$ cat src/hdl/binary_heap_priority_queue_macros.svh
// ============================================================================
// Assertion macros for the binary heap priority queue
// Shared shorthand for clocked implication checks with a synchronous reset.
// ============================================================================
`ifndef BINARY_HEAP_PRIORITY_QUEUE_MACROS_SVH
`define BINARY_HEAP_PRIORITY_QUEUE_MACROS_SVH

// Consequent must hold in the same cycle as the antecedent.
`define BHPQ_ASSERT_SAME(label, clk, rst, ante, cons, msg) \
   label: assert property (@(posedge clk) disable iff (rst) (ante) |-> (cons)) \
      else $error(msg);

// Consequent must hold in the cycle after the antecedent.
`define BHPQ_ASSERT_NEXT(label, clk, rst, ante, cons, msg) \
   label: assert property (@(posedge clk) disable iff (rst) (ante) |=> (cons)) \
      else $error(msg);

`endif

$ cat src/hdl/bhpq_pkg.sv
// ============================================================================
// bhpq_pkg
// Types and constants shared by the heap controller, datapath and top level.
// ============================================================================
package bhpq_pkg;

   // Default sizing of the heap storage.
   localparam int DEF_CAPACITY   = 1024;
   localparam int DEF_DATA_WIDTH = 32;

   // Fixed port widths.
   localparam int VALUE_W  = 32;
   localparam int TOP_W    = 32;
   localparam int COUNT_W  = 11;
   localparam int STATUS_W = 2;

   // Request action codes.
   localparam logic ACT_PUSH = 1'b0;
   localparam logic ACT_POP  = 1'b1;

   // Result status codes.
   typedef enum logic [STATUS_W-1:0] {
      STATUS_OK    = 2'd0,
      STATUS_FULL  = 2'd1,
      STATUS_EMPTY = 2'd2
   } status_type;

   // Datapath operations issued by the controller.
   typedef enum logic [3:0] {
      OP_IDLE,
      OP_PUSH_START,
      OP_POP_START,
      OP_POP_LOAD,
      OP_UP_READ,
      OP_UP_EVAL,
      OP_DN_READ,
      OP_DN_EVAL,
      OP_PLACE
   } op_type;

   // Controller to datapath.
   typedef struct packed {
      op_type op;
   } cmd_type;

   // Datapath to controller.
   typedef struct packed {
      logic full;
      logic empty;
      logic at_root;
      logic has_left;
      logic up_move;
      logic dn_move;
   } dp_status_type;

endpackage

$ cat src/hdl/bhpq_ctrl.sv
// ============================================================================
// bhpq_ctrl
// Sequencer for push and pop: walks the hole up or down the heap one level
// per read/evaluate pair and issues the result word.
// ============================================================================
`include "binary_heap_priority_queue_macros.svh"

module bhpq_ctrl (
   input  logic                                 clock,
   input  logic                                 reset,
   input  logic                                 start,
   input  logic                                 req_action,
   input  bhpq_pkg::dp_status_type              status,
   output bhpq_pkg::cmd_type                    cmd,
   output logic                                 busy,
   output logic                                 rsp_valid,
   output logic [bhpq_pkg::STATUS_W-1:0]        rsp_status
);

   typedef enum logic [2:0] {
      ST_IDLE,
      ST_POP_LOAD,
      ST_UP_READ,
      ST_UP_EVAL,
      ST_DN_READ,
      ST_DN_EVAL,
      ST_REPORT
   } state_type;

   state_type            state_ff;
   logic                 busy_ff;
   logic                 rsp_valid_ff;
   bhpq_pkg::status_type status_ff;
   logic                 accept;

   assign accept = start && !busy_ff;

   // Datapath operation for the current state.
   always_comb begin
      cmd.op = bhpq_pkg::OP_IDLE;
      unique case (state_ff)
         ST_IDLE: begin
            if (accept) begin
               if (req_action == bhpq_pkg::ACT_PUSH) begin
                  cmd.op = status.full ? bhpq_pkg::OP_IDLE : bhpq_pkg::OP_PUSH_START;
               end else begin
                  cmd.op = status.empty ? bhpq_pkg::OP_IDLE : bhpq_pkg::OP_POP_START;
               end
            end
         end
         ST_POP_LOAD: cmd.op = bhpq_pkg::OP_POP_LOAD;
         ST_UP_READ:  cmd.op = status.at_root ? bhpq_pkg::OP_PLACE : bhpq_pkg::OP_UP_READ;
         ST_UP_EVAL:  cmd.op = bhpq_pkg::OP_UP_EVAL;
         ST_DN_READ:  cmd.op = status.has_left ? bhpq_pkg::OP_DN_READ : bhpq_pkg::OP_PLACE;
         ST_DN_EVAL:  cmd.op = bhpq_pkg::OP_DN_EVAL;
         ST_REPORT:   cmd.op = bhpq_pkg::OP_IDLE;
         default:     cmd.op = bhpq_pkg::OP_IDLE;
      endcase
   end

   // State, busy flag and the registered result strobe and status.
   always_ff @(posedge clock) begin
      if (reset) begin
         state_ff     <= ST_IDLE;
         busy_ff      <= 1'b0;
         rsp_valid_ff <= 1'b0;
         status_ff    <= bhpq_pkg::STATUS_OK;
      end else begin
         rsp_valid_ff <= 1'b0;
         unique case (state_ff)
            ST_IDLE: begin
               if (accept) begin
                  busy_ff <= 1'b1;
                  if (req_action == bhpq_pkg::ACT_PUSH) begin
                     if (status.full) begin
                        status_ff    <= bhpq_pkg::STATUS_FULL;
                        rsp_valid_ff <= 1'b1;
                        state_ff     <= ST_REPORT;
                     end else begin
                        status_ff <= bhpq_pkg::STATUS_OK;
                        state_ff  <= ST_UP_READ;
                     end
                  end else begin
                     if (status.empty) begin
                        status_ff    <= bhpq_pkg::STATUS_EMPTY;
                        rsp_valid_ff <= 1'b1;
                        state_ff     <= ST_REPORT;
                     end else begin
                        status_ff <= bhpq_pkg::STATUS_OK;
                        state_ff  <= ST_POP_LOAD;
                     end
                  end
               end
            end
            ST_POP_LOAD: begin
               if (status.empty) begin
                  rsp_valid_ff <= 1'b1;
                  state_ff     <= ST_REPORT;
               end else begin
                  state_ff <= ST_DN_READ;
               end
            end
            ST_UP_READ: begin
               if (status.at_root) begin
                  rsp_valid_ff <= 1'b1;
                  state_ff     <= ST_REPORT;
               end else begin
                  state_ff <= ST_UP_EVAL;
               end
            end
            ST_UP_EVAL: begin
               if (status.up_move) begin
                  state_ff <= ST_UP_READ;
               end else begin
                  rsp_valid_ff <= 1'b1;
                  state_ff     <= ST_REPORT;
               end
            end
            ST_DN_READ: begin
               if (status.has_left) begin
                  state_ff <= ST_DN_EVAL;
               end else begin
                  rsp_valid_ff <= 1'b1;
                  state_ff     <= ST_REPORT;
               end
            end
            ST_DN_EVAL: begin
               if (status.dn_move) begin
                  state_ff <= ST_DN_READ;
               end else begin
                  rsp_valid_ff <= 1'b1;
                  state_ff     <= ST_REPORT;
               end
            end
            ST_REPORT: begin
               busy_ff  <= 1'b0;
               state_ff <= ST_IDLE;
            end
            default: begin
               busy_ff  <= 1'b0;
               state_ff <= ST_IDLE;
            end
         endcase
      end
   end

   assign busy       = busy_ff;
   assign rsp_valid  = rsp_valid_ff;
   assign rsp_status = status_ff;

   `BHPQ_ASSERT_SAME(a_strobe_while_busy, clock, reset, rsp_valid_ff, busy_ff, "result word outside an operation")
   `BHPQ_ASSERT_NEXT(a_accept_sets_busy, clock, reset, accept, busy_ff, "busy not raised after accept")
   `BHPQ_ASSERT_NEXT(a_single_strobe, clock, reset, rsp_valid_ff, !rsp_valid_ff && !busy_ff, "result word not single or busy not released")

endmodule

$ cat config.mk
export PLATFORM = sky130hd
export DESIGN_NAME = bhpq_ctrl
export DESIGN_NICKNAME = d
export VERILOG_FILES = /design/src/hdl/bhpq_pkg.sv /design/src/hdl/bhpq_ctrl.sv
export VERILOG_INCLUDE_DIRS = /design/src /design/src/hdl
export SDC_FILE = /design/constraint.sdc
export NUM_CORES = 1
export LEC_CHECK = 0
export BUFFER_PORTS_ARGS = -buffer_cell sky130_fd_sc_hd__buf_2
export CAP_MARGIN = 20
export CORE_AREA = 2 2 39 41
export DETAILED_ROUTE_END_ITERATION = 12
export DIE_AREA = 0 0 41 43
export GPL_TIMING_DRIVEN = 0
export PLACE_DENSITY = 0.71
export SLEW_MARGIN = 10
export SYNTH_ARGS = -nofsm -noshare
export SYNTH_HDL_FRONTEND = slang
export SYNTH_SLANG_ARGS = --single-unit
$ cat constraint.sdc
create_clock -name clock -period 1.52 [get_ports clock]
set_input_delay 0.076 -clock clock [delete_from_list [all_inputs] [get_ports clock]]
set_output_delay 0.076 -clock clock [all_outputs]
set_load 0.1 [all_outputs]
# Word-level counts from Yosys, hierarchy flattened
# Index checks and enable logic that the tools add are counted.
# Widths: inputs -> output; s select.
# op_classes
n_addsub,0
mul,0
div_mod_pow,0
n_lt_le_gt_ge,0
n_eq_ne,6
shifts,0
n_mux,31
n_bitwise,1
reduce_logical,6
# op_table
operator,n
$pmux 4 s6,1
$mux 3,6
$pmux 3 s6,1
$mux 2,8
$mux 1,11
$mux 4,2
$eq 3x2->1 const B,2
$eq 3x3->1 const B,2
$pmux 1 s6,1
$reduce_or 5->1,1
$reduce_and 2->1,2
$eq 3x1->1 const B,1
$logic_not 3->1,1
$ne 2x2->1 const B,1
$pmux 1 s2,1
$logic_and 1x1->1,1
$logic_not 1->1,1
$not 1->1,1
# totals
register_bits,7
latchBits,0
mem_bits_rw,0
romBits,0
out_inout_bits,8
word_cells,48
n_memories,0

# Logic depth before layout (Yosys ltp)
# Gate-level depths: netlist (run 1).
# depth
word_depth,4
ltp_mapped,6
mapped_depth_nobuf,5

# Worst setup path before layout (run 1)
# No wires, ideal clock.
# synth_timing
kind,flip-flop to output port
start,register busy_ff (netlist: busy)
end,output port cmd[0] in the netlist's numbering
arrival_ns,3.230
slack_ns,-1.786
stages_incl_launch_ff,4
path_cell_list,dfxtp_1 or4b_4 or4_1 a21oi_1
# synth_lines
element,line_no,rtl
start: declaration,bhpq_ctrl.sv:31,logic busy_ff;
start signal: assignment,bhpq_ctrl.sv:65,busy_ff <= 1'b0;
start signal: assignment,bhpq_ctrl.sv:73,busy_ff <= 1'b1;
start signal: assignment,bhpq_ctrl.sv:136,busy_ff <= 1'b0;
end: declaration,bhpq_ctrl.sv:14,"output bhpq_pkg::cmd_type cmd,"

==> results of run 1 <==
[per-stage QoR]
| step | hold WS [ns] | util (%) |
|---|---|---|
| floorplan | 0.139 | - |
| global placement | 0.324 | 51.4 |
| detailed placement | 0.321 | 51.4 |
| CTS | 0.0502 | 63.7 |
| global route | 0.0765 | 65.9 |
| finish | 0.0716 | 65.9 |
[repair_timing]
item                                    in CTS  in global routing
buffers inserted                             4                  0
gates cloned                                 1                  0
endpoints found under the hold margin        0                  0
resized for setup                           21                  8
endpoints found under the setup margin       5                 10
pin swaps                                    4                  4
[layer usage]
layer | GRT usage [%] | wire length [µm]
met5 | 0 | 0
met4 | 7.33 | 53
met3 | 11.0 | 107
met2 | 30.6 | 795
met1 | 30.2 | 692
[logic make-up after synthesis]
kind of cell    count (synthesis)
compound gates                 23
xor+xnor                        1
fa+ha+maj                       3
buf+inv                         8
flops                           7
mux                             1
simple gates                   22
[state kept, by name (all words and copies together), names as in the netlist]
signal and count:
busy 1, rsp_status 2, state_ff 3, rsp_valid 1
[cell usage after synthesis]
cell,number,area [µm²]
nor2b_1,1,6.26
or4b_4,1,13.8
nor4b_1,2,17.5
buf_2,1,5.00
xnor2_1,1,8.76
nand2b_1,3,18.8
o21ai_0,7,35.0
o32a_1,1,10.0
and2_1,1,6.26
or2_2,1,6.26
ha_1,3,37.5
nand2_1,3,11.3
a311oi_1,1,8.76
nor3b_1,2,15.0
a32oi_1,1,8.76
nor2_1,3,11.3
nand3_1,1,5.00
a41oi_1,1,8.76
mux2_2,1,11.3
nand4_1,2,12.5
a31oi_1,2,12.5
a211oi_1,2,15.0
nor3_1,1,5.00
clkbuf_1,1,3.75
inv_1,5,18.8
buf_6,1,11.3
a311o_1,1,10.0
dfxtp_1,7,140
or4_1,1,7.51
a21oi_1,6,30.0
o211ai_1,1,7.51
[cells in the final DEF (no fill, tap or decap), types with 3 or more instances in the layout]
cell / n
buf_4: 4
nand2b_1: 3
dfxtp_1: 4
buf_12: 4
dfxtp_4: 3
clkbuf_4: 3
inv_1: 5
o21ai_0: 6
nand2_1: 3
a21oi_1: 3
buf_2: 13
[worst max-delay path: cells and delay by family (launching register included)]
kind                   cells  cell delay [ns]
AO/OA/AOI/OAI              1             0.18
AND/OR/NAND/NOR            2             0.95
buffers and inverters      1             0.19
flip-flops                 1             0.38
[cell type report]
type	count	area (µm²)
Timing Repair Buffer	22	208
Multi-Input combinational cell	50	457
Sequential cell	7	151
Inverter	5	18.8
Fill cell	109	472
Clock buffer	4	26.3
Buffer	3	31.3
Tap cell	16	20.0
[how the worst max path moves through the flow]
stage	startpoint	end	slack, ns	cells past startpoint
floorplan	busy	cmd[0]	-0.56	3
global placement	state_ff[1]	cmd[0]	-0.45	4
detailed placement	state_ff[1]	cmd[0]	-0.48	4
CTS	state_ff[1]	cmd[0]	-0.52	4
global route	state_ff[1]	cmd[0]	-0.56	4
finish	state_ff[2]	cmd[0]	-0.51	4
==> results.md, run 1 <==
* RSZ-0062 raised after global routing: true
* Minimum clock period at around 2.0 ns
* Synth Net Count at between 70 and 80
* Largest net degree at the start of global routing at 11
* CP max-delay cell: or4b_4
* Final global-route overflow total at 0
* Post-DP HPWL at about 1100 µm
* Hold Path Depth at 2
* Worst-path maximum fanout at 7
* Final hold vios at 0
* WHS Endpoint: busy
* Crit path largest cell delay at 0.50 ns
* H-tree lvl count at 1
* Largest family of logic cells by synthesized area: compound AO/OA/AOI/OAI gates
* Residual DRC at 0
* YS warnings at 0
* Setup TNS at -1.12 ns
* Worst-path clk slew at approximately 0.060 ns
* Maximum root-to-sink buffer count at 2
* Sink Count at 7
* Mux cell area share after synthesis at 2.17%
* Hold wc startpoint: reset
* Antenna-violating nets left at 0
* R2r setup slk at -0.02 ns
* Flops & latches, synth at 7
* TritonCTS clock tree: built
* Worst Skew at just under 0.004 ns
* Layout area overhead at 75.7%
* Starting Density at approximately 38%
* Avg Synthesized Cell Area at between 7 and 8 µm²
* Crit path required time at 1.44 ns
* Cells on worst reg2reg path at 6
* Simple-Gate Fraction of Synth Area at 26.3%
* Post-synthesis sequential area ratio at between 20% and 30%
* Clk root buf: clkbuf_4
* Post-synth cell types at 31
* Status: finished, violations left
* Port bufs at 17
* Vias/cell at about 5.8
* Routed vias at between 600 and 700
* Initial antenna violation count at 0
* Fmax at about 0.49 GHz
* Initial DRT Pass Iterations at 4
* Post-Place Cell Area at between 700 and 800 µm²
* Worst slack, placed at -0.482 ns
* Worst R2R End: state_ff[0]
* CTS Buf Count at 3
* Critical-path cell list: or4b_4 > or4_4 > a21oi_4 > buf_12
* Failing checks: setup timing
* Core area at approximately 1400 µm²
* Width of the die at about 41 µm
* # hold bufs at CTS at 0
* Compound-Gate Fraction of Synth Area at 28.2%
* Number of global-route vias before repair at roughly 570
* Fin nets at between 100 and 150
* Die height at between 40 and 50 µm
* Slew margin rel. at slightly below 70%
* Final period utilization at 134%
* Mapped Cells at 65
* Placer Congestion at a little under 0.9
* Worst Setup End Kind: output port
* First-pass GRT wire length at ~2600 µm
* Fin worst setup slack at -0.515 ns
* Mapped cell area at just over 500 µm²
* Post-route cell area at just over 900 µm²
* Top-level port count at 18
* Setup violators final at 5
* Placed cells at 98
* Final std cells w/o fill at between 100 and 150
* Drt wl/cell at 15.4 µm
* Floorplan row count at 14
* N_diodes at 0
* Tightest Hold Check Type: in -> reg
* WL final at about 1600 µm
* Worst skew pair latency at between 0.2 and 0.3 ns
* Final slew viol count at 0
* Tot GR Track Use at 22.5%
* Worst EP arrival at between 1.5 and 2 ns
* Max Cap Viol at 0
* 1st-iter DRT viols at 17
* Post-synthesis xor/xnor area fraction at between 1.5 and 2%
* Slew @ Worst Pin at a little under 0.5 ns
* Adder-Cell Fraction of Synth Area at 7.23%
* Layout cells sized above 1 at between 50% and 60%
* Crit Path Category: reg -> out
* Die area at 1760 µm²
* Crit start category: register
* FF-to-FF Start: state_ff[1]
Power of run 1 is not shown: default switching activity piles up to over one toggle a cycle in this logic, so the estimate is an artifact.
==> run 2: changes to the inputs <==
--- a/config.mk
+++ b/config.mk
@@ -13,6 +13,7 @@
 export DIE_AREA = 0 0 41 43
 export GPL_TIMING_DRIVEN = 0
 export PLACE_DENSITY = 0.71
+export SETUP_SLACK_MARGIN = 0.3
 export SLEW_MARGIN = 10
 export SYNTH_ARGS = -nofsm -noshare
 export SYNTH_HDL_FRONTEND = slang
==> results.md, run 2 (same netlist as run 1, synthesis figures left out) <==
* Pwr per Cell Area at ~2500 nW/µm²
* N_diodes at 0
* Starting Density at between 30% and 40%
* Failing checks: setup timing
* Crit Path Category: reg -> out
* Hold slack at 0.0372 ns
* Layout cells sized above 1 at between 50% and 60%
* Final period utilization at 133%
* Final hold vios at 0
* Reg area at 154 µm²
* Worst Setup End Kind: output port
* Sink Count at 7
* # fillers at around 100
* Worst skew pair latency at around 0.26 ns
* Status: finished, violations left
* TritonCTS clock tree: built
* Post-DP HPWL at between 1000 and 1500 µm
* Leakage at between 0.3 and 0.4 nW
* Vias/cell at 5.96
* Fin nets at 110
* Most flop-heavy register: state_ff
* RSZ-0062 raised after global routing: true
* Placer Congestion at just under 0.9
* Commonest non-fill, non-tap cell in the layout: buf_2
* Worst R2R End: rsp_status[1]
* Port bufs at 17
* Largest net degree at the start of global routing at 11
* Width of the die at between 40 and 50 µm
* Residual DRC at 0
* Worst IR Drop VDD at 1650 µV
* Initial DRT Pass Iterations at 4
* CTS Buf Count at 3
* Maximum root-to-sink buffer count at 2
* Logic pwr share at between 70% and 80%
* Seq pwr share at roughly 15%
* Slew @ Worst Pin at between 0.4 and 0.5 ns
* R2r setup slk at -0.06 ns
* Crit path required time at between 1 and 1.5 ns
* Worst-path clk slew at around 0.06 ns
* 1st-iter DRT viols at 15
* GRT busiest layer: met2
* Setup violators final at 8
* Global Route met1 Usage at just under 30%
* CP Capture Point: cmd[0]
* Drt wl/cell at about 16 µm
* Max Cap Viol at 0
* Number of global-route vias before repair at between 500 and 600
* Clock power share at 7.4%
* Clk root buf: clkbuf_4
* Core area at about 1400 µm²
* Fmax at 0.495 GHz
* FF-to-FF Start: state_ff[1]
* NetSw at about 0.0013 W
* Met3 GRT Util at 3.14%
* Worst Skew at 0.0125 ns
* Routed vias at around 670
* Antenna-violating nets left at 0
* First-pass GRT wire length at between 2000 and 3000 µm
* WL final at between 1500 and 2000 µm
* Int Power at 0.00112 W
* Layout area overhead at 86.7%
* Sw Ratio at 53.8%
* Crit start category: register
* H-tree lvl count at 1
* Minimum clock period at roughly 2.0 ns
* Routing usage on met2 at between 30% and 40%
* Initial antenna violation count at 0
* Tightest Hold Check Type: in -> reg
* Area of the multi-input gates at around 480 µm²
* Max FFs per register at 3
* Slew margin rel. at 67.7%
* Die area at approximately 1800 µm²
* Top-level port count at 18
* Final global-route overflow total at 0
* Fin worst setup slack at -0.501 ns
* Commonest non-fill, non-tap cells in the layout: 13 x buf_2, 6 x o21ai_0, 6 x buf_4, 5 x buf_12, 5 x inv_1
* # hold bufs at CTS at 0
* Tot GR Track Use at 20.8%
* Cells on worst reg2reg path at 8
* CP startpoint: state_ff[1]
* Core Util, Final at approximately 70%
* Worst-path maximum fanout at 3
* Final slew viol count at 0
* Floorplan row count at 14
* Die height at about 43 µm
* Worst EP arrival at slightly below 2 ns
run 2: changes by cell type in the layout (fill, tap and decap cells not counted), sizes merged:
cell | before | now
buf | 23 | 29
bufbuf | 1 | 0
run 2: routing by layer:
| metal | vias up | share of wire [%] |
|---|---|---|
| met3 | 8 | 4.4 |
| met1 | 315 | 43 |
| met5 | - | 0 |
| met4 | 0 | 3.2 |
| met2 | 34 | 49 |
| li1 | 311 | - |
run 2: stage by stage:
step,instance area (µm²),setup TNS (ns),power [W],std cells,setup slack (ns)
3_5_place_dp,713,-0.867,0.00175,98,-0.452
3_3_place_gp,713,-0.905,0.00173,98,-0.454
6_report,970,-1.51,0.00243,112,-0.501
4_1_cts,876,-1.07,0.00225,104,-0.519
2_1_floorplan,608,-1.03,0.00154,65,-0.562
5_1_grt,970,-2.06,0.00255,112,-0.535
run 2: how the worst min path moves through the flow:
stage	start	endpoint	slack, ns	depth (start not counted)
finish	reset	rsp_status[0]	0.04	2
global route	reset	rsp_status[0]	0.05	2
CTS	reset	rsp_status[0]	0.03	2
detailed placement	reset	rsp_status[1]	0.30	2
global placement	reset	rsp_status[0]	0.30	2
floorplan	reset	rsp_status[0]	0.14	1
run 2: power groups by stage:
| stage | Clock (W) | Combinational (W) | Sequential [W] |
|---|---|---|---|
| after floorplan | 0 | 0.000984 | 0.000559 |
| after global placement | 0 | 0.00140 | 0.000337 |
| after detailed placement | 0 | 0.00141 | 0.000340 |
| after CTS | 0.000180 | 0.00171 | 0.000353 |
| after global routing | 0.000198 | 0.00198 | 0.000367 |
| final | 0.000180 | 0.00190 | 0.000359 |
run 2: worst max-delay path, cell delays in order, from the launching register on:
cell and delay, ns:
dfxtp_4 0.34, or4b_4 0.55, or4_4 0.44, a21oi_4 0.16, buf_12 0.19
run 2: area by class of cell:
class	count	area share (%)
Multi-Input combinational cell	50	49.0
Timing Repair Buffer	27	24.6
Sequential cell	7	15.9
Buffer	3	3.74
Clock buffer	4	2.71
Tap cell	16	2.06
Inverter	5	1.94
run 2: timing repair:
| action | 4_1_cts | 5_1_grt |
|---|---|---|
| setup endpoints to repair | 11 | 11 |
| buffers inserted | 2 | 8 |
| pin swaps | 8 | 11 |
| gates resized for setup | 27 | 8 |
(Power assumes the default switching activity.)
